## config.mk

```make
export PLATFORM = sky130hd
export DESIGN_NAME = padded_signed_decimal_formatter
export DESIGN_NICKNAME = d
export VERILOG_FILES = /design/src/psdf_pkg.sv /design/src/psdf_bcd.sv /design/src/padded_signed_decimal_formatter.sv
export SDC_FILE = /design/constraint.sdc
export NUM_CORES = 1
export LEC_CHECK = 0
export BUFFER_PORTS_ARGS = -buffer_cell sky130_fd_sc_hd__buf_2
export CAP_MARGIN = 20
export CORE_MARGIN = 10
export CORE_UTILIZATION = 65
export DETAILED_ROUTE_END_ITERATION = 12
export PLACE_DENSITY = 0.92
export SYNTH_ARGS = -nofsm -noshare
export SYNTH_HDL_FRONTEND = slang
export SYNTH_SLANG_ARGS = --single-unit
export TNS_END_PERCENT = 5
```

## constraint.sdc

```tcl
create_clock -name clk -period 14.7 [get_ports clk]
set_input_delay 2.94 -clock clk [delete_from_list [all_inputs] [get_ports clk]]
set_output_delay 2.94 -clock clk [all_outputs]
set_load 0.02 [all_outputs]
```

## src/psdf_pkg.sv

```systemverilog
package psdf_pkg;

  localparam int VALUE_W       = 32;
  localparam int NUM_DIGITS    = 10;
  localparam int BCD_W         = 4 * NUM_DIGITS;
  localparam int BIT_CNT_W     = $clog2(VALUE_W);
  localparam int DIGIT_CNT_W   = 4;
  localparam int CNT_W         = 7;
  localparam int MAX_WIDTH     = 64;
  localparam int MAX_PRECISION = 63;

  localparam logic [7:0] CHAR_SPACE = 8'h20;
  localparam logic [7:0] CHAR_MINUS = 8'h2D;
  localparam logic [7:0] CHAR_ZERO  = 8'h30;

  typedef enum logic [1:0] {
    BCD_IDLE,
    BCD_CONV,
    BCD_NORM,
    BCD_DONE
  } bcd_state_t;

  typedef enum logic [1:0] {
    FMT_IDLE,
    FMT_CONV,
    FMT_SETUP,
    FMT_EMIT
  } fmt_state_t;

  typedef struct packed {
    logic                   done;
    logic [DIGIT_CNT_W-1:0] ndig;
  } bcd_status_t;

endpackage

```

## src/psdf_bcd.sv

```systemverilog
module psdf_bcd
  import psdf_pkg::*;
(
  input  logic               clk,
  input  logic               rst_n,
  input  logic               start,
  input  logic [VALUE_W-1:0] mag,
  input  logic               pop,
  output bcd_status_t        status,
  output logic [3:0]         top_digit
);

  bcd_state_t             state_r, state_nxt;
  logic [VALUE_W-1:0]     bin_r, bin_nxt;
  logic [BCD_W-1:0]       bcd_r, bcd_nxt;
  logic [BCD_W-1:0]       adj;
  logic [BIT_CNT_W-1:0]   cnt_r, cnt_nxt;
  logic [DIGIT_CNT_W-1:0] ndig_r, ndig_nxt;

  always_ff @(posedge clk) begin
    if (!rst_n) begin
      state_r <= BCD_IDLE;
    end else begin
      state_r <= state_nxt;
    end
    bin_r  <= bin_nxt;
    bcd_r  <= bcd_nxt;
    cnt_r  <= cnt_nxt;
    ndig_r <= ndig_nxt;
  end

  always_comb begin
    for (int i = 0; i < NUM_DIGITS; i++) begin
      if (bcd_r[4*i +: 4] >= 4'd5) begin
        adj[4*i +: 4] = bcd_r[4*i +: 4] + 4'd3;
      end else begin
        adj[4*i +: 4] = bcd_r[4*i +: 4];
      end
    end
  end

  always_comb begin
    state_nxt = state_r;
    bin_nxt   = bin_r;
    bcd_nxt   = bcd_r;
    cnt_nxt   = cnt_r;
    ndig_nxt  = ndig_r;
    case (state_r)
      BCD_CONV: begin
        bcd_nxt = {adj[BCD_W-2:0], bin_r[VALUE_W-1]};
        bin_nxt = {bin_r[VALUE_W-2:0], 1'b0};
        cnt_nxt = cnt_r + 1'b1;
        if (cnt_r == BIT_CNT_W'(VALUE_W - 1)) begin
          state_nxt = BCD_NORM;
        end
      end
      BCD_NORM: begin
        if (ndig_r > DIGIT_CNT_W'(1) && bcd_r[BCD_W-1 -: 4] == 4'd0) begin
          bcd_nxt  = {bcd_r[BCD_W-5:0], 4'd0};
          ndig_nxt = ndig_r - 1'b1;
        end else begin
          state_nxt = BCD_DONE;
        end
      end
      BCD_DONE: begin
        if (pop) begin
          bcd_nxt = {bcd_r[BCD_W-5:0], 4'd0};
        end
      end
      default: begin
      end
    endcase
    if (start) begin
      state_nxt = BCD_CONV;
      bin_nxt   = mag;
      bcd_nxt   = '0;
      cnt_nxt   = '0;
      ndig_nxt  = DIGIT_CNT_W'(NUM_DIGITS);
    end
  end

  assign status.done = (state_r == BCD_DONE);
  assign status.ndig = ndig_r;
  assign top_digit   = bcd_r[BCD_W-1 -: 4];

endmodule

```

## src/padded_signed_decimal_formatter.sv

```systemverilog
// Formats one signed 32-bit value per item as the characters of a printf %d
// conversion with field width, justification and optional precision, one
// character per output item, the final one flagged by out_last with the total
// count. Each item is accepted, converted bit-serially from binary to BCD,
// stripped of up to nine leading zero digits, handed over and sized into its
// fields, and then emitted as characters at one per cycle when the output is
// not stalled. A conversion that emits nothing gives a single item with
// out_char_valid low. A new item is accepted only when the previous
// conversion has handed its last character to the output register.
module padded_signed_decimal_formatter
  import psdf_pkg::*;
(
  input  logic               clk,
  input  logic               rst_n,
  input  logic               in_valid,
  output logic               in_stall,
  input  logic [31:0]        in_value,
  input  logic [6:0]         in_width,
  input  logic               in_left_justify,
  input  logic [6:0]         in_precision,
  input  logic               in_precision_given,
  output logic               out_valid,
  input  logic               out_stall,
  output logic [7:0]         out_char,
  output logic               out_char_valid,
  output logic               out_last,
  output logic [6:0]         out_char_count
);

  fmt_state_t             state_r, state_nxt;
  logic                   neg_r, neg_nxt;
  logic                   left_r, left_nxt;
  logic                   supp_r, supp_nxt;
  logic [CNT_W-1:0]       width_r, width_nxt;
  logic [CNT_W-1:0]       prec_r, prec_nxt;
  logic [CNT_W-1:0]       pre_r, pre_nxt;
  logic [CNT_W-1:0]       post_r, post_nxt;
  logic                   sign_r, sign_nxt;
  logic [CNT_W-1:0]       zeros_r, zeros_nxt;
  logic [DIGIT_CNT_W-1:0] dig_r, dig_nxt;
  logic [CNT_W-1:0]       rem_r, rem_nxt;
  logic [CNT_W-1:0]       total_r, total_nxt;
  logic                   ovalid_r, ovalid_nxt;
  logic [7:0]             ochar_r, ochar_nxt;
  logic                   ocv_r, ocv_nxt;
  logic                   olast_r, olast_nxt;
  logic [CNT_W-1:0]       ocount_r, ocount_nxt;

  logic                   accept;
  logic                   bcd_start;
  logic                   pop;
  logic [VALUE_W-1:0]     mag;
  bcd_status_t            bcd_status;
  logic [3:0]             top_digit;
  logic [CNT_W-1:0]       ndig_w, zeros_w, body_w, spaces_w;
  logic                   out_free;

  psdf_bcd u_bcd (
    .clk       (clk),
    .rst_n     (rst_n),
    .start     (bcd_start),
    .mag       (mag),
    .pop       (pop),
    .status    (bcd_status),
    .top_digit (top_digit)
  );

  assign in_stall  = (state_r != FMT_IDLE);
  assign accept    = in_valid && !in_stall;
  assign bcd_start = accept;
  assign mag       = in_value[31] ? (32'd0 - in_value) : in_value;
  assign out_free  = !ovalid_r || !out_stall;

  assign ndig_w   = CNT_W'(bcd_status.ndig);
  assign zeros_w  = (prec_r > ndig_w) ? (prec_r - ndig_w) : '0;
  assign body_w   = ndig_w + zeros_w + CNT_W'(neg_r);
  assign spaces_w = (width_r > body_w) ? (width_r - body_w) : '0;

  always_ff @(posedge clk) begin
    if (!rst_n) begin
      state_r  <= FMT_IDLE;
      ovalid_r <= 1'b0;
    end else begin
      state_r  <= state_nxt;
      ovalid_r <= ovalid_nxt;
    end
    neg_r    <= neg_nxt;
    left_r   <= left_nxt;
    supp_r   <= supp_nxt;
    width_r  <= width_nxt;
    prec_r   <= prec_nxt;
    pre_r    <= pre_nxt;
    post_r   <= post_nxt;
    sign_r   <= sign_nxt;
    zeros_r  <= zeros_nxt;
    dig_r    <= dig_nxt;
    rem_r    <= rem_nxt;
    total_r  <= total_nxt;
    ochar_r  <= ochar_nxt;
    ocv_r    <= ocv_nxt;
    olast_r  <= olast_nxt;
    ocount_r <= ocount_nxt;
  end

  always_comb begin
    state_nxt  = state_r;
    neg_nxt    = neg_r;
    left_nxt   = left_r;
    supp_nxt   = supp_r;
    width_nxt  = width_r;
    prec_nxt   = prec_r;
    pre_nxt    = pre_r;
    post_nxt   = post_r;
    sign_nxt   = sign_r;
    zeros_nxt  = zeros_r;
    dig_nxt    = dig_r;
    rem_nxt    = rem_r;
    total_nxt  = total_r;
    ovalid_nxt = ovalid_r && out_stall;
    ochar_nxt  = ochar_r;
    ocv_nxt    = ocv_r;
    olast_nxt  = olast_r;
    ocount_nxt = ocount_r;
    pop        = 1'b0;

    case (state_r)
      FMT_IDLE: begin
        if (accept) begin
          neg_nxt   = in_value[31];
          left_nxt  = in_left_justify;
          supp_nxt  = in_precision_given && (in_precision == 7'd0) && (in_value == 32'd0);
          width_nxt = (in_width > CNT_W'(MAX_WIDTH)) ? CNT_W'(MAX_WIDTH) : in_width;
          if (in_precision[6]) begin
            prec_nxt = '0;
          end else if (in_precision > CNT_W'(MAX_PRECISION)) begin
            prec_nxt = CNT_W'(MAX_PRECISION);
          end else begin
            prec_nxt = in_precision;
          end
          state_nxt = FMT_CONV;
        end
      end
      FMT_CONV: begin
        if (bcd_status.done) begin
          state_nxt = FMT_SETUP;
        end
      end
      FMT_SETUP: begin
        if (supp_r) begin
          sign_nxt  = 1'b0;
          zeros_nxt = '0;
          dig_nxt   = '0;
          pre_nxt   = left_r ? '0 : width_r;
          post_nxt  = left_r ? width_r : '0;
          rem_nxt   = width_r;
        end else begin
          sign_nxt  = neg_r;
          zeros_nxt = zeros_w;
          dig_nxt   = bcd_status.ndig;
          pre_nxt   = left_r ? '0 : spaces_w;
          post_nxt  = left_r ? spaces_w : '0;
          rem_nxt   = body_w + spaces_w;
        end
        total_nxt = rem_nxt;
        state_nxt = FMT_EMIT;
      end
      FMT_EMIT: begin
        if (out_free) begin
          ovalid_nxt = 1'b1;
          if (rem_r == '0) begin
            ochar_nxt  = 8'd0;
            ocv_nxt    = 1'b0;
            olast_nxt  = 1'b1;
            ocount_nxt = '0;
            state_nxt  = FMT_IDLE;
          end else begin
            ocv_nxt = 1'b1;
            if (pre_r != '0) begin
              ochar_nxt = CHAR_SPACE;
              pre_nxt   = pre_r - 1'b1;
            end else if (sign_r) begin
              ochar_nxt = CHAR_MINUS;
              sign_nxt  = 1'b0;
            end else if (zeros_r != '0) begin
              ochar_nxt = CHAR_ZERO;
              zeros_nxt = zeros_r - 1'b1;
            end else if (dig_r != '0) begin
              ochar_nxt = CHAR_ZERO + {4'd0, top_digit};
              dig_nxt   = dig_r - 1'b1;
              pop       = 1'b1;
            end else begin
              ochar_nxt = CHAR_SPACE;
              post_nxt  = post_r - 1'b1;
            end
            rem_nxt = rem_r - 1'b1;
            if (rem_r == CNT_W'(1)) begin
              olast_nxt  = 1'b1;
              ocount_nxt = total_r;
              state_nxt  = FMT_IDLE;
            end else begin
              olast_nxt  = 1'b0;
              ocount_nxt = '0;
            end
          end
        end
      end
      default: begin
        state_nxt = FMT_IDLE;
      end
    endcase
  end

  assign out_valid      = ovalid_r;
  assign out_char       = ochar_r;
  assign out_char_valid = ocv_r;
  assign out_last       = olast_r;
  assign out_char_count = ocount_r;

endmodule

```

==> impl_metrics.env <==
export IMPL_nNetsFinal=1206
export IMPL_cp_top_family="compound AO/OA/AOI/OAI gates"
export IMPL_synth_flop_cell="edfxtp_1"
export IMPL_port_buffers=68
export IMPL_skew_ns=0.00693
export IMPL_async_flop_share=0
export IMPL_syn_to_final_growth_pct=10.3
export IMPL_vias=7916
export IMPL_coreArea_mm2=0.0145
export IMPL_grt_use_total=0.218
export IMPL_max_clock_path_buffers=2
export IMPL_ys_top_cells_by_area="edfxtp_1, dfxtp_1, ha_1"
export IMPL_slowest_delay_ns=0.56
export IMPL_met3_length_um=1380
export IMPL_setup_viol=0
export IMPL_ctsResizeCount=0
export IMPL_cts_hold_buf=0
export IMPL_diodes=0
export IMPL_synth_seq_cells=150
export IMPL_ys_seq_area_frac=0.410
export IMPL_pin_count=71
export IMPL_post_cts_buffers=0
export IMPL_worst_path_buf_inv=2
export IMPL_grt_max_degree=96
export IMPL_final_hold_violation_count=0
export IMPL_wl_per_cell_um=17.1
export IMPL_design_die_area_mm2=0.0202
export IMPL_synth_warnings=0
export IMPL_powerDensity_mw_per_mm2=266
export IMPL_htreeDepth=4
export IMPL_post_route_min_period_ns=7.21
export IMPL_arrival_ns=7.36
export IMPL_finalSetupTns_ns=0
export IMPL_post_route_period_util=0.490
export IMPL_chipWidth_um=142
export IMPL_yosysUniqueCellTypes=65
export IMPL_avgSynthCellArea_um2=9.24
export IMPL_gp_congestion=0.887
export IMPL_cts_root_buf="clkbuf_16"
export IMPL_startpoint_type="flop"
export IMPL_wirelength_met1_um=9630
export IMPL_clk_pin_slew_worst_paths_ns=0.06
export IMPL_cpMostUsedCell="ha_1"
export IMPL_netlist_instances=1047
export IMPL_antenna_found_initial=0
export IMPL_leakagePower_nw=4.26
export IMPL_drt_iter0_drc=678
export IMPL_remaining_drc_errors=0
export IMPL_worstSkewPairLatency_ns=0.43
export IMPL_cp_end_kind="flop"
export IMPL_layout_common_cells="nand2_1, edfxtp_1, o21ai_0"
export IMPL_cts_inserted_buffers=17
export IMPL_max_vdd_ir_drop_uv=155
export IMPL_required_ns=14.85
export IMPL_utilization=0.735
export IMPL_grt_pass1_wl_um=36700
export IMPL_hpwl_um=15100
export IMPL_maxCapViolations=0
export IMPL_drt_wl_total_um=21900
export IMPL_cts_num_sinks=150
export IMPL_status="completed"
export IMPL_cts_tree="built"
export IMPL_final_antenna_net_count=0
export IMPL_vias_per_cell=6.16
export IMPL_synth_area_mm2=0.00968
export IMPL_worstMarginPinSlew_ns=0.918
export IMPL_grt_pass1_vias=7603
export IMPL_fp_dieH_um=142
export IMPL_drive_gt1_frac=0.115
export IMPL_wl_met2_um=10600
export IMPL_crit_type="reg2reg"
export IMPL_synth_edf_count=96
export IMPL_initial_utilization=0.666
export IMPL_final_fill_count=1043
export IMPL_yosysTopAreaCell="edfxtp_1"
export IMPL_drt_pass1_iter_count=5
export IMPL_rsz0062_at_grt="false"
export IMPL_slew_viol_final=0
export IMPL_max_freq_ghz=0.139
export IMPL_hp_class="reg2reg"
export IMPL_slew_headroom=0.388
export IMPL_synth_top_cell_area_share=0.298
export IMPL_row_count=44
export IMPL_worst_path_max_fanout=8
export IMPL_overflow=0
export IMPL_slowest_stage="o31ai_1"
export IMPL_top_layer_used="met4"
flip-flops by register name, indices dropped and copies added, names as in the netlist, 2 cells and up:
register and flops:
prec_r 6, u_bcd.state_r 2, total_r 7, u_bcd.ndig_r 4, out_char 6, zeros_r 7
width_r 7, rem_r 7, u_bcd.cnt_r 5, state_r 2, pre_r 7, u_bcd.bin_r 32
dig_r 4, out_char_count 7, u_bcd.bcd_r 40
synthesized netlist by cell type (all sizes together) (30+ instances only):
| cell | n |
|---|---|
| nor2 | 75 |
| xor2 | 44 |
| dfxtp | 54 |
| nand3 | 46 |
| edfxtp | 96 |
| o31ai | 35 |
| ha | 62 |
| nand2 | 97 |
| clkbuf | 43 |
| inv | 76 |
| o21ai | 80 |
| xnor2 | 30 |
| a21oi | 37 |
logic make-up (layout without fill, tap and decap cells):
| family | count (synthesis) | count (layout) | share of synthesized area |
|---|---|---|---|
| compound gates | 274 | 274 | 0.197 |
| xor+xnor | 74 | 74 | 0.0670 |
| fa+ha+maj | 66 | 66 | 0.0885 |
| buf+inv | 130 | 183 | 0.0526 |
| flops | 150 | 150 | 0.410 |
| mux | 15 | 15 | 0.0155 |
| other cells | 1 | 2 | 0.000388 |
| simple gates | 337 | 337 | 0.169 |
area by class of cell:
cell class,count,area (um2),share of cell area
flip-flops and latches,150,3960,0.371
multi-input cells,768,5220,0.489
inverters,76,285,0.0267
clock inverters,7,67.6,0.00633
clock buffers,25,517,0.0484
repair buffers,75,390,0.0366
well taps,184,230,0.0216
worst register-to-register path: cells and delay by family, from the launching register on:
family	cells	cell delay, ns
DFF	1	0.43
adders and majority gates	6	1.86
AOI/OAI and AO/OA	14	3.37
and+or+nand+nor	5	0.79
muxes	1	0.27
buffers and inverters	2	0.22
power by group:
group	switching [mW]	leakage (nW)	internal [mW]	total, mW
Clock	0.168	0.284	0.260	0.428
Combinational	1.00	2.62	0.616	1.62
Sequential	0.111	1.36	0.687	0.798
stage by stage:
stage	worst slack, ns	total power [mW]	hold slack, ns	cell area [um2]	cells
global placement	7.89	2.32	0.481	10100	1252
detailed placement	7.65	2.37	0.498	10100	1252
floorplan	8.53	2.02	0.467	9680	1048
global route	6.88	3.08	0.541	10700	1285
CTS	7.61	2.82	0.508	10700	1284
finish	7.49	2.84	0.506	10700	1285
routing by layer:
metal | up-vias | track usage
li1 | 3881 | -
met1 | 3707 | 0.287
met2 | 294 | 0.348
met3 | 34 | 0.0467
met4 | 0 | 0.0758
met5 | - | 0
final timing paths:
| path | from | slack, ns | cells after the start | endpoint |
|---|---|---|---|---|
| setup / recovery | u_bcd.ndig_r[1] | 7.49 | 28 | rem_r[6] |
| hold / removal | u_bcd.bcd_r[24] | 0.51 | 2 | u_bcd.bcd_r[24] |
| setup reg to reg | u_bcd.ndig_r[1] | 7.49 | 28 | rem_r[6] |
| hold reg to reg | u_bcd.bcd_r[24] | 0.51 | 2 | u_bcd.bcd_r[24] |
Note: power is estimated with default switching activity, not from simulation.
